## config.mk

```make
export PLATFORM = sky130hd
export DESIGN_NAME = dpef_mul
export DESIGN_NICKNAME = d
export VERILOG_FILES = /design/src/rtl/assert_macros.svh /design/src/rtl/dpef_pkg.sv /design/src/rtl/dpef_mul.sv
export SDC_FILE = /design/constraint.sdc
export NUM_CORES = 2
export LEC_CHECK = 0
export ABC_AREA = 1
export BUFFER_PORTS_ARGS = -buffer_cell sky130_fd_sc_hd__buf_2
export CORE_AREA = 2 2 422 340
export DETAILED_ROUTE_END_ITERATION = 6
export DIE_AREA = 0 0 424 342
export GPL_TIMING_DRIVEN = 1
export MAX_ROUTING_LAYER = met4
export PLACE_DENSITY = 0.59
export SLEW_MARGIN = 20
export SYNTH_ARGS = -nofsm -noshare
export SYNTH_HDL_FRONTEND = slang
export SYNTH_SLANG_ARGS = --single-unit
```

## constraint.sdc

```tcl
create_clock -name clk -period 16.6 [get_ports clk]
set_input_delay 2.49 -clock clk [delete_from_list [all_inputs] [get_ports clk]]
set_output_delay 2.49 -clock clk [all_outputs]
set_load 0.02 [all_outputs]
```

## src/rtl/assert_macros.svh

```systemverilog
// assertion macros shared by the rtl files
`ifndef ASSERT_MACROS_SVH
`define ASSERT_MACROS_SVH
`ifndef NO_ASSERTIONS
// clocked check, disabled while reset is low
`define ASSERT_CLK(lbl, clk_s, rst_s, prop) \
  lbl: assert property (@(posedge clk_s) disable iff (!rst_s) prop) \
    else $error("assertion failed");
// clocked check that also runs during reset
`define ASSERT_CLK_NR(lbl, clk_s, prop) \
  lbl: assert property (@(posedge clk_s) prop) \
    else $error("assertion failed");
`else
`define ASSERT_CLK(lbl, clk_s, rst_s, prop)
`define ASSERT_CLK_NR(lbl, clk_s, prop)
`endif
`endif

```

## src/rtl/dpef_pkg.sv

```systemverilog
// types, constants, saturation helpers and the op sequence of the dipole pair unit
package dpef_pkg;

  // input beat
  typedef struct packed {
    logic signed [31:0] dip_i_x;
    logic signed [31:0] dip_i_y;
    logic signed [31:0] dip_i_z;
    logic signed [31:0] dip_j_x;
    logic signed [31:0] dip_j_y;
    logic signed [31:0] dip_j_z;
    logic signed [31:0] disp_x;
    logic signed [31:0] disp_y;
    logic signed [31:0] disp_z;
    logic               end_of_atom;
    logic               end_of_structure;
  } dpef_in_t;

  // result beat
  typedef struct packed {
    logic signed [47:0] force_x;
    logic signed [47:0] force_y;
    logic signed [47:0] force_z;
    logic signed [47:0] atom_energy;
    logic signed [47:0] total_energy;
    logic               overflow;
  } dpef_out_t;

  // config register indexes
  typedef logic [0:0] cfg_idx_t;
  localparam cfg_idx_t CFG_CUTOFF_SQ     = 1'b0;
  localparam cfg_idx_t CFG_COULOMB_SCALE = 1'b1;
  localparam logic [31:0] COULOMB_RESET  = 32'd65536;

  localparam logic signed [63:0] Q_THREE   = 64'sd3 <<< 32;
  localparam logic signed [63:0] Q_FIFTEEN = 64'sd15 <<< 32;
  localparam logic signed [63:0] S64_MAX   = {1'b0, {63{1'b1}}};
  localparam logic signed [63:0] S64_MIN   = {1'b1, {63{1'b0}}};
  localparam logic signed [47:0] S48_MAX   = {1'b0, {47{1'b1}}};
  localparam logic signed [47:0] S48_MIN   = {1'b1, {47{1'b0}}};
  localparam logic [63:0] INV_NUM          = 64'h0100_0000_0000_0000;

  // operand store slots
  typedef logic [4:0] slot_t;
  localparam slot_t S_MI0     = 5'd0;
  localparam slot_t S_MI1     = 5'd1;
  localparam slot_t S_MI2     = 5'd2;
  localparam slot_t S_MJ0     = 5'd3;
  localparam slot_t S_MJ1     = 5'd4;
  localparam slot_t S_MJ2     = 5'd5;
  localparam slot_t S_U0      = 5'd6;
  localparam slot_t S_U1      = 5'd7;
  localparam slot_t S_U2      = 5'd8;
  localparam slot_t S_INVR    = 5'd9;
  localparam slot_t S_KE      = 5'd10;
  localparam slot_t S_THREE   = 5'd11;
  localparam slot_t S_FIFTEEN = 5'd12;
  localparam slot_t S_DD      = 5'd13;
  localparam slot_t S_AU      = 5'd14;
  localparam slot_t S_BU      = 5'd15;
  localparam slot_t S_AUBU    = 5'd16;
  localparam slot_t S_IR2     = 5'd17;
  localparam slot_t S_IR3     = 5'd18;
  localparam slot_t S_IR4     = 5'd19;
  localparam slot_t S_T0      = 5'd20;
  localparam slot_t S_T1      = 5'd21;
  localparam int    NUM_SLOTS = 22;

  typedef enum logic [2:0] {
    OP_MUL, OP_ADD, OP_SUB, OP_ACCE, OP_ACC0, OP_ACC1, OP_ACC2
  } op_t;

  typedef struct packed {
    op_t   op;
    slot_t dst;
    slot_t src_a;
    slot_t src_b;
  } uop_t;

  typedef logic [5:0] pc_t;
  localparam pc_t PROG_LAST = 6'd59;

  typedef enum logic [3:0] {
    ST_IDLE, ST_SQ, ST_CHK, ST_LOAD, ST_SQRT, ST_DIV_GO, ST_DIV_WAIT,
    ST_RD, ST_EX, ST_MW, ST_FIN
  } state_t;

  // value with saturation mark
  typedef struct packed {
    logic               hit;
    logic signed [63:0] val;
  } sval_t;

  typedef struct packed {
    logic               hit;
    logic signed [47:0] val;
  } sval48_t;

  // sign and magnitude back to two's complement, saturating
  function automatic sval_t signed_from(input logic neg, input logic [63:0] m);
    sval_t r;
    r.hit = 1'b0;
    if (!neg) begin
      if (m[63]) begin
        r.hit = 1'b1;
        r.val = S64_MAX;
      end else begin
        r.val = m;
      end
    end else begin
      if (m[63]) begin
        r.hit = |m[62:0];
        r.val = S64_MIN;
      end else begin
        r.val = -$signed(m);
      end
    end
    return r;
  endfunction

  function automatic sval_t sadd(input logic signed [63:0] a, input logic signed [63:0] b);
    sval_t r;
    logic signed [64:0] s;
    s = {a[63], a} + {b[63], b};
    r.hit = s[64] != s[63];
    r.val = r.hit ? (s[64] ? S64_MIN : S64_MAX) : s[63:0];
    return r;
  endfunction

  function automatic sval_t ssub(input logic signed [63:0] a, input logic signed [63:0] b);
    sval_t r;
    logic signed [64:0] s;
    s = {a[63], a} - {b[63], b};
    r.hit = s[64] != s[63];
    r.val = r.hit ? (s[64] ? S64_MIN : S64_MAX) : s[63:0];
    return r;
  endfunction

  // clamp pair term then add into a 48 bit accumulator
  function automatic sval48_t acc48(input logic signed [47:0] acc,
                                    input logic signed [63:0] x);
    sval48_t r;
    logic signed [47:0] xc;
    logic               xh;
    logic signed [48:0] s;
    xh = !((&x[63:47]) || !(|x[63:47]));
    xc = xh ? (x[63] ? S48_MIN : S48_MAX) : x[47:0];
    s  = {acc[47], acc} + {xc[47], xc};
    r.hit = xh || (s[48] != s[47]);
    r.val = (s[48] != s[47]) ? (s[48] ? S48_MIN : S48_MAX) : s[47:0];
    return r;
  endfunction

  function automatic uop_t mk(input op_t op, input slot_t d, input slot_t a, input slot_t b);
    uop_t u;
    u.op    = op;
    u.dst   = d;
    u.src_a = a;
    u.src_b = b;
    return u;
  endfunction

  // op sequence for one live pair
  function automatic uop_t prog_rom(input pc_t pc);
    uop_t       u;
    logic [1:0] k;
    pc_t        base;
    logic [3:0] st;
    slot_t      uk;
    slot_t      mik;
    slot_t      mjk;
    slot_t      acc_sel;
    if (pc >= 6'd48) begin
      k = 2'd2;
      base = 6'd48;
    end else if (pc >= 6'd36) begin
      k = 2'd1;
      base = 6'd36;
    end else begin
      k = 2'd0;
      base = 6'd24;
    end
    st  = 4'(pc - base);
    uk  = S_U0 + {3'b000, k};
    mik = S_MI0 + {3'b000, k};
    mjk = S_MJ0 + {3'b000, k};
    acc_sel = {3'b000, k};
    case (pc)
      6'd0:  u = mk(OP_MUL, S_T0, S_MI0, S_MJ0);
      6'd1:  u = mk(OP_MUL, S_T1, S_MI1, S_MJ1);
      6'd2:  u = mk(OP_ADD, S_DD, S_T0, S_T1);
      6'd3:  u = mk(OP_MUL, S_T0, S_MI2, S_MJ2);
      6'd4:  u = mk(OP_ADD, S_DD, S_DD, S_T0);
      6'd5:  u = mk(OP_MUL, S_T0, S_MI0, S_U0);
      6'd6:  u = mk(OP_MUL, S_T1, S_MI1, S_U1);
      6'd7:  u = mk(OP_ADD, S_AU, S_T0, S_T1);
      6'd8:  u = mk(OP_MUL, S_T0, S_MI2, S_U2);
      6'd9:  u = mk(OP_ADD, S_AU, S_AU, S_T0);
      6'd10: u = mk(OP_MUL, S_T0, S_MJ0, S_U0);
      6'd11: u = mk(OP_MUL, S_T1, S_MJ1, S_U1);
      6'd12: u = mk(OP_ADD, S_BU, S_T0, S_T1);
      6'd13: u = mk(OP_MUL, S_T0, S_MJ2, S_U2);
      6'd14: u = mk(OP_ADD, S_BU, S_BU, S_T0);
      6'd15: u = mk(OP_MUL, S_AUBU, S_AU, S_BU);
      6'd16: u = mk(OP_MUL, S_IR2, S_INVR, S_INVR);
      6'd17: u = mk(OP_MUL, S_IR3, S_IR2, S_INVR);
      6'd18: u = mk(OP_MUL, S_IR4, S_IR2, S_IR2);
      6'd19: u = mk(OP_MUL, S_T0, S_THREE, S_AUBU);
      6'd20: u = mk(OP_SUB, S_T0, S_DD, S_T0);
      6'd21: u = mk(OP_MUL, S_T0, S_T0, S_IR3);
      6'd22: u = mk(OP_MUL, S_T0, S_KE, S_T0);
      6'd23: u = mk(OP_ACCE, S_T0, S_T0, S_T0);
      default: begin
        // force component k
        case (st)
          4'd0:  u = mk(OP_MUL, S_T0, S_DD, uk);
          4'd1:  u = mk(OP_MUL, S_T1, mik, S_BU);
          4'd2:  u = mk(OP_ADD, S_T0, S_T0, S_T1);
          4'd3:  u = mk(OP_MUL, S_T1, mjk, S_AU);
          4'd4:  u = mk(OP_ADD, S_T0, S_T0, S_T1);
          4'd5:  u = mk(OP_MUL, S_T0, S_THREE, S_T0);
          4'd6:  u = mk(OP_MUL, S_T1, S_AUBU, uk);
          4'd7:  u = mk(OP_MUL, S_T1, S_FIFTEEN, S_T1);
          4'd8:  u = mk(OP_SUB, S_T0, S_T0, S_T1);
          4'd9:  u = mk(OP_MUL, S_T0, S_T0, S_IR4);
          4'd10: u = mk(OP_MUL, S_T0, S_KE, S_T0);
          4'd11: begin
            case (acc_sel)
              5'd0:    u = mk(OP_ACC0, S_T0, S_T0, S_T0);
              5'd1:    u = mk(OP_ACC1, S_T0, S_T0, S_T0);
              default: u = mk(OP_ACC2, S_T0, S_T0, S_T0);
            endcase
          end
          default: u = mk(OP_ADD, S_T0, S_T0, S_T0);
        endcase
      end
    endcase
    return u;
  endfunction

endpackage

```

## src/rtl/dpef_mul.sv

```systemverilog
// iterative q32 multiplier: four 32x32 partial products, truncate, saturate
module dpef_mul
  import dpef_pkg::*;
(
  input  logic               clk,
  input  logic               rst_n,
  input  logic               start,
  input  logic signed [63:0] a,
  input  logic signed [63:0] b,
  output logic               done,
  output sval_t              res
);

  logic         busy_r;
  logic [2:0]   cnt_r;
  logic [63:0]  x_r;
  logic [63:0]  y_r;
  logic         neg_r;
  logic [63:0]  prod_r;
  logic [127:0] acc_r;
  logic         done_r;
  sval_t        res_r;

  logic [31:0]  xs;
  logic [31:0]  ys;
  logic [63:0]  pp;
  logic [127:0] addend;
  logic [127:0] acc_sum;
  sval_t        fin;

  // partial order: ll, lh, hl, hh
  assign xs = cnt_r[1] ? x_r[63:32] : x_r[31:0];
  assign ys = cnt_r[0] ? y_r[63:32] : y_r[31:0];
  assign pp = xs * ys;

  // previous partial aligned to its weight
  always_comb begin
    case (cnt_r)
      3'd1:    addend = {64'b0, prod_r};
      3'd2:    addend = {32'b0, prod_r, 32'b0};
      3'd3:    addend = {32'b0, prod_r, 32'b0};
      3'd4:    addend = {prod_r, 64'b0};
      default: addend = '0;
    endcase
  end

  assign acc_sum = acc_r + addend;

  // truncate to q32 and saturate
  always_comb begin
    if (|acc_sum[127:96]) begin
      fin.hit = 1'b1;
      fin.val = neg_r ? S64_MIN : S64_MAX;
    end else begin
      fin = signed_from(neg_r, acc_sum[95:32]);
    end
  end

  always_ff @(posedge clk) begin
    if (!rst_n) begin
      busy_r <= 1'b0;
      done_r <= 1'b0;
      cnt_r  <= '0;
    end else begin
      done_r <= 1'b0;
      if (start) begin
        busy_r <= 1'b1;
        cnt_r  <= '0;
        x_r    <= a[63] ? 64'(-a) : 64'(a);
        y_r    <= b[63] ? 64'(-b) : 64'(b);
        neg_r  <= a[63] != b[63];
        acc_r  <= '0;
      end else if (busy_r) begin
        if (cnt_r < 3'd4) begin
          prod_r <= pp;
        end
        if (cnt_r != 3'd0) begin
          acc_r <= acc_sum;
        end
        if (cnt_r == 3'd4) begin
          busy_r <= 1'b0;
          done_r <= 1'b1;
          res_r  <= fin;
        end
        cnt_r <= cnt_r + 3'd1;
      end
    end
  end

  assign done = done_r;
  assign res  = res_r;

endmodule

```

==> impl_metrics.env <==
export IMPL_status="finished, violations left"
export IMPL_violations="DRC"
export IMPL_post_route_period_util_pct=63.9
export IMPL_postSynthCellCount=8955
export IMPL_cp_arrival_ns=11.06
export IMPL_crit_path_frequent_cell="fa_1"
export IMPL_period_minus_slack_ns=10.61
export IMPL_seqCellArea_um2=11700
export IMPL_start_kind="flip-flop"
export IMPL_start_util_pct=46.4
export IMPL_avgSynthCellArea_um2=7.34
export IMPL_io_buffers=196
export IMPL_tightest_slew_ns=1.27
export IMPL_postPlaceCellArea_um2=69200
export IMPL_core_um2=141000
export IMPL_skew_ns=0.0598
export IMPL_clock_sinks=391
export IMPL_hold_ws_ns=0.498
export IMPL_rrSetupSlack_ns=5.99
export IMPL_gp_congestion=1.08
export IMPL_antenna_found_initial=14
export IMPL_cts_max_level=2
export IMPL_yosysUniqueCellTypes=55
export IMPL_multi_input_area_um2=46200
export IMPL_cts_setup_buffers=0
export IMPL_post_route_drc_count=11
export IMPL_cts_buffers=50
export IMPL_fin_area_um2=70900
export IMPL_nNetsFinal=10500
export IMPL_cts_buffer_depth=3
export IMPL_grt_pass1_wl_um=415000
export IMPL_detail_route_vias_per_cell=5.61
export IMPL_hold_depth=2
export IMPL_synth_area_um2=65700
export IMPL_firstDrtPassIters=7
export IMPL_slew_headroom_pct=14.3
export IMPL_final_max_slew_violation_count=0
export IMPL_hold_viol=0
export IMPL_synthFlopType="edfxtp_1"
export IMPL_drv_cap=0
export IMPL_dieHeight_um=342
export IMPL_clockRootBuffer="clkbuf_16"
export IMPL_path_max_fanout=35
export IMPL_fmax_mhz=94.3
export IMPL_wirelength_um=288000
export IMPL_clkLatencyLatePin_ns=0.71
export IMPL_die_w_um=424
export IMPL_ff2ff_path_depth=31
export IMPL_cts_clk_slew_worst_paths_ns=0.06
export IMPL_gr_usage_all_layers_pct=40.9
export IMPL_grt_overflow_total=0
export IMPL_hp_class="reg2reg"
export IMPL_final_cells=11000
export IMPL_yosys_warnings=0
export IMPL_cts_tree="built"
export IMPL_ys_ff_latch=391
export IMPL_fin_tns_setup_ns=0
export IMPL_rsz0062_at_grt="false"
export IMPL_crit_type="reg2reg"
export IMPL_dp_cells=10900
export IMPL_cp_slowest_cell="o21ai_0"
export IMPL_synth_edff_count=386
export IMPL_fillers=14400
export IMPL_io_pins=197
export IMPL_worstSetupEndpointType="flip-flop"
export IMPL_drive_gt1_share_pct=6.77
export IMPL_ant_nets=0
export IMPL_seq_area_frac_synth_pct=17.8
export IMPL_critPathRequiredTime_ns=17.05
export IMPL_postCtsHoldBufs=0
export IMPL_row_count=124
export IMPL_area_growth_pct=7.91
export IMPL_vias=61800
export IMPL_slowest_delay_ns=0.86
export IMPL_first_iter_violations=7864
export IMPL_setup_viol=0
export IMPL_grt_max_degree=67
export IMPL_syn_nets=10400
export IMPL_grt_pass1_vias=59900
export IMPL_post_dp_hpwl_um=241000
export IMPL_async_flop_share_pct=0
export IMPL_die_area_um2=145000
export IMPL_post_drt_wl_per_cell_um=26.2
export IMPL_cts_resized=0
registers in the layout, indices dropped and copies added (netlist names):
name,cells
res,65
y_r,64
prod_r,64
done,1
acc_r,128
busy_r,1
cnt_r,3
neg_r,1
x_r,64
layout make-up:
| cell class | instances | area share, % |
|---|---|---|
| multi-input combinational | 6426 | 65.2 |
| sequential | 391 | 16.5 |
| inverter | 1893 | 10.0 |
| tap | 1890 | 3.34 |
| timing repair buffer | 305 | 2.57 |
| clock buffer | 56 | 1.80 |
| clock inverter | 32 | 0.533 |
| antenna | 17 | 0.0600 |
routing by layer:
metal  track usage [%]  part of all wire (%)  vias up  routed length [µm]
met4              11.0                   3.3        0                9510
met1              58.3                    44    30200              127000
met2              54.0                    39     3571              111000
met5                 -                     0        -                   0
li1                  -                     -    27400                   -
met3              14.8                    14      498               40600
per-stage QoR:
| stage | util [%] | setup WS (ns) |
|---|---|---|
| 2_1_floorplan | - | 4.26 |
| 3_3_place_gp | 48.9 | 6.21 |
| 3_5_place_dp | 48.9 | 6.05 |
| 4_1_cts | 50.1 | 6.02 |
| 5_1_grt | 50.1 | 5.83 |
| 6_report | 50.1 | 5.99 |
Yosys cell counts (23+ instances only):
cell | instances | area share, %
nand2_1 | 2212 | 13
inv_1 | 1850 | 11
nor2_1 | 1339 | 7.7
fa_1 | 897 | 27
ha_1 | 396 | 7.5
edfxtp_1 | 386 | 18
a21oi_1 | 337 | 2.6
nand3_1 | 229 | 1.7
clkbuf_1 | 214 | 1.2
o21ai_0 | 209 | 1.6
xor2_1 | 137 | 1.8
xnor2_1 | 87 | 1.2
nor3_1 | 75 | 0.57
nand4_1 | 66 | 0.63
or2_2 | 65 | 0.62
o22ai_1 | 64 | 0.61
o21ai_1 | 41 | 0.31
nor2_2 | 34 | 0.32
nor4_1 | 30 | 0.29
a31oi_1 | 29 | 0.28
nand3b_1 | 26 | 0.30
inv_2 | 24 | 0.14
o21bai_1 | 23 | 0.26
kinds of logic (layout without fill, tap and decap cells):
logic type / Yosys count / after routing / share of synthesized area [%]
AOI/OAI and AO/OA: 771 / 771 / 6.43
xor gates and xnor gates: 224 / 224 / 2.99
adders and majority gates: 1293 / 1293 / 34.9
buffers and inverters: 2138 / 2286 / 12.3
DFF: 391 / 391 / 17.8
other: 0 / 17 / 0
and+or+nand+nor: 4138 / 4138 / 25.6
critical path, delay by kind of cell (launching register included):
| kind | cells | cell delay (ns) |
|---|---|---|
| fa+ha+maj | 9 | 3.56 |
| compound gates | 7 | 2.85 |
| buf+inv | 9 | 2.29 |
| simple gates | 5 | 1.09 |
| flops | 1 | 0.31 |
| xor+xnor | 1 | 0.17 |
final timing paths:
path         startpoint         end
min reg2reg      busy_r    cnt_r[2]
min              busy_r    cnt_r[2]
max reg2reg    cnt_r[0]  prod_r[60]
max            cnt_r[0]  prod_r[60]
placed cells by master (no fill, tap or decap), types with 27 or more instances in the layout:
cell | Yosys | routed
fa_1 | 897 | 897
o22ai_1 | 64 | 64
buf_4 | 6 | 109
nand4_1 | 66 | 66
nor4_1 | 30 | 30
xor2_1 | 137 | 137
edfxtp_1 | 386 | 386
nand2_1 | 2212 | 2208
nand3_1 | 229 | 229
buf_2 | 6 | 195
o21ai_2 | 2 | 35
clkinv_1 | 19 | 27
a21oi_1 | 337 | 337
xnor2_1 | 87 | 87
a31oi_1 | 29 | 29
o21ai_0 | 209 | 177
clkbuf_16 | 0 | 50
nor2_1 | 1339 | 1339
nor3_1 | 75 | 73
inv_1 | 1850 | 1848
nor2_2 | 34 | 34
or2_2 | 65 | 65
ha_1 | 396 | 396
Power is left out: the tool's default activity adds up to more than one toggle a clock period on the data nets, which glitch-free logic cannot reach.
