==> src/rtl/assert_macros.svh <==
// assertion macros shared by the rtl files
`ifndef ASSERT_MACROS_SVH
`define ASSERT_MACROS_SVH
`ifndef NO_ASSERTIONS
// clocked check, disabled while reset is low
`define ASSERT_CLK(lbl, clk_s, rst_s, prop) \
  lbl: assert property (@(posedge clk_s) disable iff (!rst_s) prop) \
    else $error("assertion failed");
// clocked check that also runs during reset
`define ASSERT_CLK_NR(lbl, clk_s, prop) \
  lbl: assert property (@(posedge clk_s) prop) \
    else $error("assertion failed");
`else
`define ASSERT_CLK(lbl, clk_s, rst_s, prop)
`define ASSERT_CLK_NR(lbl, clk_s, prop)
`endif
`endif

==> src/rtl/dpef_pkg.sv <==
// types, constants, saturation helpers and the op sequence of the dipole pair unit
package dpef_pkg;

  // input beat
  typedef struct packed {
    logic signed [31:0] dip_i_x;
    logic signed [31:0] dip_i_y;
    logic signed [31:0] dip_i_z;
    logic signed [31:0] dip_j_x;
    logic signed [31:0] dip_j_y;
    logic signed [31:0] dip_j_z;
    logic signed [31:0] disp_x;
    logic signed [31:0] disp_y;
    logic signed [31:0] disp_z;
    logic               end_of_atom;
    logic               end_of_structure;
  } dpef_in_t;

  // result beat
  typedef struct packed {
    logic signed [47:0] force_x;
    logic signed [47:0] force_y;
    logic signed [47:0] force_z;
    logic signed [47:0] atom_energy;
    logic signed [47:0] total_energy;
    logic               overflow;
  } dpef_out_t;

  // config register indexes
  typedef logic [0:0] cfg_idx_t;
  localparam cfg_idx_t CFG_CUTOFF_SQ     = 1'b0;
  localparam cfg_idx_t CFG_COULOMB_SCALE = 1'b1;
  localparam logic [31:0] COULOMB_RESET  = 32'd65536;

  localparam logic signed [63:0] Q_THREE   = 64'sd3 <<< 32;
  localparam logic signed [63:0] Q_FIFTEEN = 64'sd15 <<< 32;
  localparam logic signed [63:0] S64_MAX   = {1'b0, {63{1'b1}}};
  localparam logic signed [63:0] S64_MIN   = {1'b1, {63{1'b0}}};
  localparam logic signed [47:0] S48_MAX   = {1'b0, {47{1'b1}}};
  localparam logic signed [47:0] S48_MIN   = {1'b1, {47{1'b0}}};
  localparam logic [63:0] INV_NUM          = 64'h0100_0000_0000_0000;

  // operand store slots
  typedef logic [4:0] slot_t;
  localparam slot_t S_MI0     = 5'd0;
  localparam slot_t S_MI1     = 5'd1;
  localparam slot_t S_MI2     = 5'd2;
  localparam slot_t S_MJ0     = 5'd3;
  localparam slot_t S_MJ1     = 5'd4;
  localparam slot_t S_MJ2     = 5'd5;
  localparam slot_t S_U0      = 5'd6;
  localparam slot_t S_U1      = 5'd7;
  localparam slot_t S_U2      = 5'd8;
  localparam slot_t S_INVR    = 5'd9;
  localparam slot_t S_KE      = 5'd10;
  localparam slot_t S_THREE   = 5'd11;
  localparam slot_t S_FIFTEEN = 5'd12;
  localparam slot_t S_DD      = 5'd13;
  localparam slot_t S_AU      = 5'd14;
  localparam slot_t S_BU      = 5'd15;
  localparam slot_t S_AUBU    = 5'd16;
  localparam slot_t S_IR2     = 5'd17;
  localparam slot_t S_IR3     = 5'd18;
  localparam slot_t S_IR4     = 5'd19;
  localparam slot_t S_T0      = 5'd20;
  localparam slot_t S_T1      = 5'd21;
  localparam int    NUM_SLOTS = 22;

  typedef enum logic [2:0] {
    OP_MUL, OP_ADD, OP_SUB, OP_ACCE, OP_ACC0, OP_ACC1, OP_ACC2
  } op_t;

  typedef struct packed {
    op_t   op;
    slot_t dst;
    slot_t src_a;
    slot_t src_b;
  } uop_t;

  typedef logic [5:0] pc_t;
  localparam pc_t PROG_LAST = 6'd59;

  typedef enum logic [3:0] {
    ST_IDLE, ST_SQ, ST_CHK, ST_LOAD, ST_SQRT, ST_DIV_GO, ST_DIV_WAIT,
    ST_RD, ST_EX, ST_MW, ST_FIN
  } state_t;

  // value with saturation mark
  typedef struct packed {
    logic               hit;
    logic signed [63:0] val;
  } sval_t;

  typedef struct packed {
    logic               hit;
    logic signed [47:0] val;
  } sval48_t;

  // sign and magnitude back to two's complement, saturating
  function automatic sval_t signed_from(input logic neg, input logic [63:0] m);
    sval_t r;
    r.hit = 1'b0;
    if (!neg) begin
      if (m[63]) begin
        r.hit = 1'b1;
        r.val = S64_MAX;
      end else begin
        r.val = m;
      end
    end else begin
      if (m[63]) begin
        r.hit = |m[62:0];
        r.val = S64_MIN;
      end else begin
        r.val = -$signed(m);
      end
    end
    return r;
  endfunction

  function automatic sval_t sadd(input logic signed [63:0] a, input logic signed [63:0] b);
    sval_t r;
    logic signed [64:0] s;
    s = {a[63], a} + {b[63], b};
    r.hit = s[64] != s[63];
    r.val = r.hit ? (s[64] ? S64_MIN : S64_MAX) : s[63:0];
    return r;
  endfunction

  function automatic sval_t ssub(input logic signed [63:0] a, input logic signed [63:0] b);
    sval_t r;
    logic signed [64:0] s;
    s = {a[63], a} - {b[63], b};
    r.hit = s[64] != s[63];
    r.val = r.hit ? (s[64] ? S64_MIN : S64_MAX) : s[63:0];
    return r;
  endfunction

  // clamp pair term then add into a 48 bit accumulator
  function automatic sval48_t acc48(input logic signed [47:0] acc,
                                    input logic signed [63:0] x);
    sval48_t r;
    logic signed [47:0] xc;
    logic               xh;
    logic signed [48:0] s;
    xh = !((&x[63:47]) || !(|x[63:47]));
    xc = xh ? (x[63] ? S48_MIN : S48_MAX) : x[47:0];
    s  = {acc[47], acc} + {xc[47], xc};
    r.hit = xh || (s[48] != s[47]);
    r.val = (s[48] != s[47]) ? (s[48] ? S48_MIN : S48_MAX) : s[47:0];
    return r;
  endfunction

  function automatic uop_t mk(input op_t op, input slot_t d, input slot_t a, input slot_t b);
    uop_t u;
    u.op    = op;
    u.dst   = d;
    u.src_a = a;
    u.src_b = b;
    return u;
  endfunction

  // op sequence for one live pair
  function automatic uop_t prog_rom(input pc_t pc);
    uop_t       u;
    logic [1:0] k;
    pc_t        base;
    logic [3:0] st;
    slot_t      uk;
    slot_t      mik;
    slot_t      mjk;
    slot_t      acc_sel;
    if (pc >= 6'd48) begin
      k = 2'd2;
      base = 6'd48;
    end else if (pc >= 6'd36) begin
      k = 2'd1;
      base = 6'd36;
    end else begin
      k = 2'd0;
      base = 6'd24;
    end
    st  = 4'(pc - base);
    uk  = S_U0 + {3'b000, k};
    mik = S_MI0 + {3'b000, k};
    mjk = S_MJ0 + {3'b000, k};
    acc_sel = {3'b000, k};
    case (pc)
      6'd0:  u = mk(OP_MUL, S_T0, S_MI0, S_MJ0);
      6'd1:  u = mk(OP_MUL, S_T1, S_MI1, S_MJ1);
      6'd2:  u = mk(OP_ADD, S_DD, S_T0, S_T1);
      6'd3:  u = mk(OP_MUL, S_T0, S_MI2, S_MJ2);
      6'd4:  u = mk(OP_ADD, S_DD, S_DD, S_T0);
      6'd5:  u = mk(OP_MUL, S_T0, S_MI0, S_U0);
      6'd6:  u = mk(OP_MUL, S_T1, S_MI1, S_U1);
      6'd7:  u = mk(OP_ADD, S_AU, S_T0, S_T1);
      6'd8:  u = mk(OP_MUL, S_T0, S_MI2, S_U2);
      6'd9:  u = mk(OP_ADD, S_AU, S_AU, S_T0);
      6'd10: u = mk(OP_MUL, S_T0, S_MJ0, S_U0);
      6'd11: u = mk(OP_MUL, S_T1, S_MJ1, S_U1);
      6'd12: u = mk(OP_ADD, S_BU, S_T0, S_T1);
      6'd13: u = mk(OP_MUL, S_T0, S_MJ2, S_U2);
      6'd14: u = mk(OP_ADD, S_BU, S_BU, S_T0);
      6'd15: u = mk(OP_MUL, S_AUBU, S_AU, S_BU);
      6'd16: u = mk(OP_MUL, S_IR2, S_INVR, S_INVR);
      6'd17: u = mk(OP_MUL, S_IR3, S_IR2, S_INVR);
      6'd18: u = mk(OP_MUL, S_IR4, S_IR2, S_IR2);
      6'd19: u = mk(OP_MUL, S_T0, S_THREE, S_AUBU);
      6'd20: u = mk(OP_SUB, S_T0, S_DD, S_T0);
      6'd21: u = mk(OP_MUL, S_T0, S_T0, S_IR3);
      6'd22: u = mk(OP_MUL, S_T0, S_KE, S_T0);
      6'd23: u = mk(OP_ACCE, S_T0, S_T0, S_T0);
      default: begin
        // force component k
        case (st)
          4'd0:  u = mk(OP_MUL, S_T0, S_DD, uk);
          4'd1:  u = mk(OP_MUL, S_T1, mik, S_BU);
          4'd2:  u = mk(OP_ADD, S_T0, S_T0, S_T1);
          4'd3:  u = mk(OP_MUL, S_T1, mjk, S_AU);
          4'd4:  u = mk(OP_ADD, S_T0, S_T0, S_T1);
          4'd5:  u = mk(OP_MUL, S_T0, S_THREE, S_T0);
          4'd6:  u = mk(OP_MUL, S_T1, S_AUBU, uk);
          4'd7:  u = mk(OP_MUL, S_T1, S_FIFTEEN, S_T1);
          4'd8:  u = mk(OP_SUB, S_T0, S_T0, S_T1);
          4'd9:  u = mk(OP_MUL, S_T0, S_T0, S_IR4);
          4'd10: u = mk(OP_MUL, S_T0, S_KE, S_T0);
          4'd11: begin
            case (acc_sel)
              5'd0:    u = mk(OP_ACC0, S_T0, S_T0, S_T0);
              5'd1:    u = mk(OP_ACC1, S_T0, S_T0, S_T0);
              default: u = mk(OP_ACC2, S_T0, S_T0, S_T0);
            endcase
          end
          default: u = mk(OP_ADD, S_T0, S_T0, S_T0);
        endcase
      end
    endcase
    return u;
  endfunction

endpackage

==> src/rtl/dpef_div.sv <==
// restoring divider, 64 bit dividend by 32 bit divisor, one quotient bit per cycle
module dpef_div
  import dpef_pkg::*;
(
  input  logic        clk,
  input  logic        rst_n,
  input  logic        start,
  input  logic [63:0] num,
  input  logic [31:0] den,
  output logic        done,
  output logic [63:0] quo
);

  logic        busy_r;
  logic        done_r;
  logic [5:0]  cnt_r;
  logic [63:0] n_r;
  logic [63:0] q_r;
  logic [31:0] rem_r;
  logic [31:0] d_r;

  logic [32:0] sh;
  logic        ge;
  logic [32:0] diff;

  // shift in next dividend bit, trial subtract
  assign sh   = {rem_r, n_r[63]};
  assign ge   = sh >= {1'b0, d_r};
  assign diff = sh - {1'b0, d_r};

  always_ff @(posedge clk) begin
    if (!rst_n) begin
      busy_r <= 1'b0;
      done_r <= 1'b0;
      cnt_r  <= '0;
    end else begin
      done_r <= 1'b0;
      if (start) begin
        busy_r <= 1'b1;
        cnt_r  <= '0;
        n_r    <= num;
        d_r    <= den;
        rem_r  <= '0;
        q_r    <= '0;
      end else if (busy_r) begin
        rem_r <= ge ? diff[31:0] : sh[31:0];
        n_r   <= {n_r[62:0], 1'b0};
        q_r   <= {q_r[62:0], ge};
        cnt_r <= cnt_r + 6'd1;
        if (cnt_r == 6'd63) begin
          busy_r <= 1'b0;
          done_r <= 1'b1;
        end
      end
    end
  end

  assign done = done_r;
  assign quo  = q_r;

endmodule

==> config.mk <==
export PLATFORM = sky130hd
export DESIGN_NAME = dpef_div
export DESIGN_NICKNAME = d
export VERILOG_FILES = /design/src/rtl/assert_macros.svh /design/src/rtl/dpef_pkg.sv /design/src/rtl/dpef_div.sv
export SDC_FILE = /design/constraint.sdc
export NUM_CORES = 1
export LEC_CHECK = 0
export BUFFER_PORTS_ARGS = -buffer_cell sky130_fd_sc_hd__buf_2
export CAP_MARGIN = 0
export CORE_UTILIZATION = 55
export DETAILED_ROUTE_END_ITERATION = 6
export GPL_ROUTABILITY_DRIVEN = 1
export PLACE_DENSITY = 0.85
export RECOVER_POWER = 50
export SLEW_MARGIN = 20
export SYNTH_ARGS = -nofsm -noshare
export SYNTH_HDL_FRONTEND = slang
export SYNTH_SLANG_ARGS = --single-unit
==> constraint.sdc <==
create_clock -name clk -period 20.6 [get_ports clk]
set_input_delay 6.18 -clock clk [delete_from_list [all_inputs] [get_ports clk]]
set_output_delay 6.18 -clock clk [all_outputs]
set_load 0.005 [all_outputs]
==> parameters.txt, run 1 <==
Parameter                              Value

Outcome
  Result of the run ... finished, violations left
  Violated checks ... max-capacitance violations, max-slew violations

Critical path
  R2R Path End ... rem_r[26]
  Worst r2r path cells ... 2
  Highest-delay cell along the critical path ... sky130_fd_sc_hd__clkbuf_1
  Type of the worst setup path ... in2reg
  Delay-heaviest family, CP ... buffers and inverters
  Library cell appearing most often on the critical path ... sky130_fd_sc_hd__clkbuf_1
  Reg-to-reg startpoint ... busy_r
  Buffers and inverters on the worst path ... 3
  Highest net fanout along the worst path ... 81
  Req. time, crit path ... 20910 ps
  Kind of end point of the critical path ... flip-flop
  Flop-to-flop setup slack ... 17420 ps
  Slowest stage delay, CP ... approximately 3000 ps
  Cell-by-cell trace of the critical path ... clkbuf_1 > clkbuf_1 > clkinv_1 > nand2_1 > nor3_1
  Crit start category ... primary input
  Arrival @ worst endpoint ... 13420 ps

Drt
  TritonRoute pass-1 iters ... 5
  Total number of vias ... 6351
  First DRT Iteration DRCs ... 463
  Mean number of vias per cell ... 5.49
  Detail Route met3 WL ... 1.11 mm
  Uppermost layer routed ... met5
  Met2 Wirelength ... 9.21 mm
  Per-cell routed wire length ... 16.5 um
  Total Wirelength ... 19.0 mm
  Detailed-routing wirelength on met1 ... 8.40 mm
  Total DRC errors in the routed layout ... 0
  Post-detailed-route count of antenna-violating nets ... 0

Clocking
  CTS HTree Levels ... 4
  Bufs on Longest Clock Path ... 2
  Hold buffer count at CTS ... 0
  Number of clock sinks seen by CTS ... 200
  Post-CTS resize count ... 0
  Clock network latency to the later pin of the worst-skew pair ... about 430 ps
  CTS root buf ... sky130_fd_sc_hd__clkbuf_16
  CTS tree ... done
  Setup Buffers After CTS ... 0
  Total CTS buffers ... 17
  Post-CTS clock slew at the launch and capture registers of the worst setup and hold paths ... 70 ps

STA
  Fmax ... 0.0763 GHz
  RSZ-0062 raised after global routing ... false
  Worst relative slew slack ... -1.76
  Slew Viols, Final ... 210
  Worst clock skew on the final layout ... 9.48 ps
  Transition time of the tightest slew-check pin ... 4130 ps
  Tightest hold margin ... 489 ps
  Number of hold violations in the final report ... 0
  Min Clock Period, post-route ... 13110 ps
  Number of failing setup endpoints in the final timing report ... 0
  Crit share post-route ... 0.636
  Setup TNS ... 0 ps

Floorplan
  CORE AREA ... roughly 0.017 mm2
  Overall die width ... 136 um
  Starting utilization of the core area ... 0.565
  Floorplan die height ... about 140 um
  Die Area ... 0.0184 mm2
  Number of standard-cell rows in the floorplan ... 48
  Number of top-level design ports ... 164

Synth
  Share of synthesized registers carrying an async set or reset ... 0
  Top cell type's share of synthesized area ... 0.588
  Leading register cell type out of synthesis ... sky130_fd_sc_hd__edfxtp_1
  Most common cell in the netlist ... sky130_fd_sc_hd__edfxtp_1
  Count of cell types in the netlist ... 67
  Leading post-synthesis cells by cell area ... sky130_fd_sc_hd__edfxtp_1 (59%), sky130_fd_sc_hd__mux2_2 (7.2%), sky130_fd_sc_hd__nor2b_1 (4.3%)
  Avg Inst Size Synth ... 12.8 um2
  Largest area contributor in the netlist ... sky130_fd_sc_hd__edfxtp_1
  Post-synth net total ... 899
  Mapped Cells ... 766
  Share of the yosys chip area belonging to registers ... 0.604
  Synthesis warning total ... 0
  Count of flip-flops with a built-in enable after synthesis ... between 150 and 200
  Cell area after technology mapping ... ~0.0098 mm2
  Post-synthesis sequential element count ... 200
  Most used standard cells in the synthesized netlist ... sky130_fd_sc_hd__edfxtp_1 (192), sky130_fd_sc_hd__nor2b_1 (68), sky130_fd_sc_hd__nand2_1 (67)

Global routing
  Largest net degree at the start of global routing ... 82
  Total global-route track usage ... 0.219
  Total overflow reported by the global router ... 0
  Antenna violations before repair ... 1
  First-pass GRT wire length ... 30.9 mm
  Number of global-route vias before repair ... 6250

Power
  Worst VDD drop ... 0.0658 mV
  Leakage power ... ~0.0043 uW
  Power per Cell Area ... 89.5 mW/mm2

Cells and area
  Antenna diode count ... 0
  Final std cell area, no fill ... 0.0113 mm2
  Area overhead of the layout relative to synthesis ... 15.1%
  Final Net Count ... 1051
  Filler Cells Inserted ... approximately 1400
  Share of cells above drive strength 1 ... 0.264

Run
  Maxcap violations ... 3

Placed design
  Total cell area at the placement stage ... 0.0108 mm2
  IO Port Bufs ... about 160
  Final estimated routing congestion in global placement ... 0.874
  Detailed-placement wirelength estimate ... 13.0 mm

Worst hold path
  Cell count of the worst hold path ... 2
  Hold worst-path end ... done
  Min-Delay Startpoint ... cnt_r[5]
  Class of the worst hold path ... reg2reg
## per-layer routing
| metal | track usage | up-vias |
|---|---|---|
| met5 | 0 | - |
| met4 | 0.0749 | 2 |
| met3 | 0.0595 | 26 |
| met2 | 0.345 | 157 |
| met1 | 0.292 | 3060 |
| li1 | - | 3106 |
## layout by cell type, fill, tap and decap left out, drive strengths merged, types with 9 or more instances in the layout
cell type	n
nor3	10
nor2b	69
ha	33
xnor2	11
edfxtp	192
buf	120
clkbuf	65
a21oi	51
nor2	29
nand2	68
inv	46
nand4	11
clkinv	9
a211oi	11
mux2	63
o21ai	27
a21o	10
xor2	12
nand3	14
## worst max path at each step
stage / end / start / cells past startpoint / slack [ps]
after CTS: d_r[8] / start / 4 / 11790
final: done / start / 5 / 7490
after floorplan: n_r[0] / start / 3 / 9720
after global placement: d_r[10] / start / 4 / 11360
after detailed placement: d_r[10] / start / 4 / 11310
after global routing: cnt_r[3] / start / 5 / 6600
## report_power, final
group / total, uW / switching, uW / internal, uW
clock network: 326 / 165 / 162
logic: 188 / 109 / 79.1
registers: 495 / 12.0 / 483
total: 1010 / 286 / 724
## state kept, by name, indices dropped and copies added (netlist names)
| register | flops |
|---|---|
| n_r | 64 |
| cnt_r | 6 |
| done | 1 |
| busy_r | 1 |
| d_r | 32 |
| quo | 64 |
| rem_r | 32 |
## cells by family (layout without fill, tap and decap cells)
group           count (synthesis)  count (layout)  synth area share
xor+xnor                       23              23            0.0205
simple gates                  230             230             0.124
buf+inv                        76             241            0.0337
flops                         200             200             0.604
fa+ha+maj                      34              34            0.0442
mux                            64              64            0.0734
compound gates                139             139            0.0996
## metrics by stage
stage	utilization	cells	total power [uW]	setup slack (ps)
floorplan	-	766	646	9720
global placement	0.621	1124	684	11360
detailed placement	0.621	1124	690	11310
CTS	0.654	1156	1020	11790
global route	0.650	1156	1050	6600
finish	0.650	1156	1010	7490
## worst register-to-register path: stages, from the launching register on
cell and delay [ps]:
sky130_fd_sc_hd__dfxtp_1 450, sky130_fd_sc_hd__o21a_1 1510, sky130_fd_sc_hd__buf_4 800
## area by class of cell
type	count	area, um2	area share
Clock buffer	17	425	0.0377
Tap cell	225	282	0.0249
Timing Repair Buffer	168	791	0.0701
Clock inverter	15	159	0.0141
Inverter	41	154	0.0136
Sequential cell	200	5930	0.525
Multi-Input combinational cell	490	3550	0.315
(Power assumes the default switching activity.)
==> run 2, diff against run 1 <==
--- a/config.mk
+++ b/config.mk
@@ -7,10 +7,10 @@
 export LEC_CHECK = 0
 export BUFFER_PORTS_ARGS = -buffer_cell sky130_fd_sc_hd__buf_2
 export CAP_MARGIN = 0
-export CORE_UTILIZATION = 55
+export CORE_UTILIZATION = 51
 export DETAILED_ROUTE_END_ITERATION = 6
 export GPL_ROUTABILITY_DRIVEN = 1
-export PLACE_DENSITY = 0.85
+export PLACE_DENSITY = 0.83
 export RECOVER_POWER = 50
 export SLEW_MARGIN = 20
 export SYNTH_ARGS = -nofsm -noshare
==> constraint.sdc (replaced) <==
create_clock -name clk -period 11.9 [get_ports clk]
set_input_delay 3.57 -clock clk [delete_from_list [all_inputs] [get_ports clk]]
set_output_delay 3.57 -clock clk [all_outputs]
set_load 0.005 [all_outputs]
==> run 2 against run 1 <==
Effect of this change:
- the flow still finishes with violations (max-capacitance violations, max-slew violations)
- cell area rose by 0.92%
- largest cell class unchanged
- sequential share of layout area fell by 0.48 points
- cell count up 0.78%
==> parameters.txt, run 2 (synthesized netlist as in run 1, its figures left out) <==
Parameter                              Value

Outcome
  Result of the run ... finished, violations left
  Violated checks ... max-capacitance violations, max-slew violations

Placed design
  Final estimated routing congestion in global placement ... 0.831 (-5.0%)
  Total cell area at the placement stage ... 0.0108 mm2 (+0.10%)
  IO Port Bufs ... 163 (unchanged)
  Detailed-placement wirelength estimate ... 13.4 mm (+3.0%)

Critical path
  Highest-delay cell along the critical path ... sky130_fd_sc_hd__clkbuf_1
  Crit start category ... primary input
  Highest net fanout along the worst path ... 65 (-20%)
  Slowest stage delay, CP ... 2380 ps (-660 ps)
  Arrival @ worst endpoint ... 8190 ps (-5230 ps)
  Type of the worst setup path ... in2reg
  Req. time, crit path ... 11970 ps (-8940 ps)
  Library cell appearing most often on the critical path ... sky130_fd_sc_hd__buf_4
  Kind of end point of the critical path ... flip-flop
  Cell-by-cell trace of the critical path ... clkbuf_1 > o21a_4 > buf_4 > buf_4

STA
  Transition time of the tightest slew-check pin ... 3430 ps (-700 ps)
  RSZ-0062 raised after global routing ... false
  Min Clock Period, post-route ... 8120 ps
  Tightest hold margin ... 480 ps (-8.65 ps)
  Crit share post-route ... 0.682
  Fmax ... roughly 0.12 GHz
  Setup TNS ... 0 ps (unchanged)
  Worst clock skew on the final layout ... 16.9 ps (+7.42 ps)
  Number of failing setup endpoints in the final timing report ... 0 (unchanged)
  Number of hold violations in the final report ... 0 (unchanged)
  Worst relative slew slack ... -1.29 (+0.466)
  Slew Viols, Final ... 100 (-52%)

Global routing
  Number of global-route vias before repair ... 6458 (+3.3%)
  First-pass GRT wire length ... 32.2 mm (+4.3%)
  Largest net degree at the start of global routing ... 97 (+18%)
  Total global-route track usage ... 0.208 (-0.0106)
  Total overflow reported by the global router ... 0 (unchanged)
  Antenna violations before repair ... 4 (+3)

Power
  Leakage power ... 0.00438 uW (+1.6%)
  Worst VDD drop ... 0.0904 mV (+37%)
  Power per Cell Area ... 159 mW/mm2 (+78%)
  Post-route total power ... 1810 uW (+80%)

Clocking
  Hold buffer count at CTS ... 0 (unchanged)
  Post-CTS resize count ... 0 (unchanged)
  Clock network latency to the later pin of the worst-skew pair ... 450 ps (+20 ps)
  Setup Buffers After CTS ... 0 (unchanged)
  CTS root buf ... sky130_fd_sc_hd__clkbuf_16
  Bufs on Longest Clock Path ... 2 (unchanged)
  Number of clock sinks seen by CTS ... 200 (unchanged)
  Total CTS buffers ... 17 (unchanged)
  CTS HTree Levels ... 4 (unchanged)
  Post-CTS clock slew at the launch and capture registers of the worst setup and hold paths ... 80 ps (about the same)
  CTS tree ... done

Drt
  First DRT Iteration DRCs ... 545 (+18%)
  TritonRoute pass-1 iters ... 5 (unchanged)
  Per-cell routed wire length ... 17.1 um (+4.1%)
  Mean number of vias per cell ... 5.55 (+0.95%)
  Total number of vias ... 6461 (+1.7%)
  Post-detailed-route count of antenna-violating nets ... 0 (unchanged)
  Total Wirelength ... 20.0 mm (+4.9%)
  Total DRC errors in the routed layout ... 0 (unchanged)

Floorplan
  Floorplan die height ... 141 um (+3.8%)
  Overall die width ... 141 um (+3.8%)
  Die Area ... 0.0198 mm2 (+7.7%)
  Number of standard-cell rows in the floorplan ... 50 (+4.2%)
  CORE AREA ... 0.0188 mm2 (+8.1%)
  Starting utilization of the core area ... 0.522 (-0.0425)
  Number of top-level design ports ... 164 (unchanged)

Cells and area
  Antenna diode count ... 0 (unchanged)
  Most used cells in the layout excluding fill and tap cells ... sky130_fd_sc_hd__edfxtp_1 (192), sky130_fd_sc_hd__buf_2 (127), sky130_fd_sc_hd__nor2b_1 (68), sky130_fd_sc_hd__nand2_1 (67), sky130_fd_sc_hd__mux2_2 (63)
  Final Util ... 0.607 (-0.0434)
  Area overhead of the layout relative to synthesis ... 16.2%
  Final std cell area, no fill ... 0.0114 mm2 (+0.92%)
  Final Net Count ... 1051 (unchanged)
  Leading cell type in the layout, fill and taps excluded ... sky130_fd_sc_hd__edfxtp_1
  Share of cells above drive strength 1 ... 0.275 (+0.0107)
  Filler Cells Inserted ... 1558 (+15%)

Run
  Maxcap violations ... 2 (-1)

Worst hold path
  Class of the worst hold path ... reg2reg
## run 2: changes by cell type in the layout (fill, tap and decap cells not counted), sizes merged
cell	change
clkinv	-3
clkinvlp	-1
clkbuf	-13
buf	+13
inv	+4
## run 2: per-layer routing
layer  up-vias  routed length [um]  track usage
li1       3104                   -            -
met1      3142                8760        0.266
met2       181                9470        0.341
met3        32                1390       0.0649
met4         2                 320       0.0618
met5         -                  13            0
## run 2: critical path: cells and delay by family
family / cells / cell delay, ps
buffers and inverters: 3 / 3650
AO/OA/AOI/OAI: 1 / 860
## run 2: area by class of cell
class / count / area [um2] / share of cell area
clock buffers: 17 / 425 / 0.0373
clock inverters: 15 / 238 / 0.0209
inverters: 41 / 154 / 0.0135
multi-input cells: 490 / 3550 / 0.312
flip-flops and latches: 200 / 5930 / 0.520
well taps: 234 / 293 / 0.0257
repair buffers: 168 / 805 / 0.0706
## run 2: stage by stage
step	instances	setup WS (ps)
2_1_floorplan	766	3630
3_3_place_gp	1133	5210
3_5_place_dp	1133	5140
4_1_cts	1165	5620
5_1_grt	1165	3440
6_report	1165	3780
## run 2: final timing paths
check                           slack [ps]       from  cells after the start   endpoint
worst min register to register         480   cnt_r[5]                      2       done
worst max register to register        8740  rem_r[20]                      9  rem_r[25]
worst min-delay path                   480   cnt_r[5]                      2       done
worst max-delay path                  3780      start                      4    quo[17]
## run 2: where the power goes
group	internal (uW)	switching (uW)
clock network	303	329
registers	836	20.6
logic	135	191
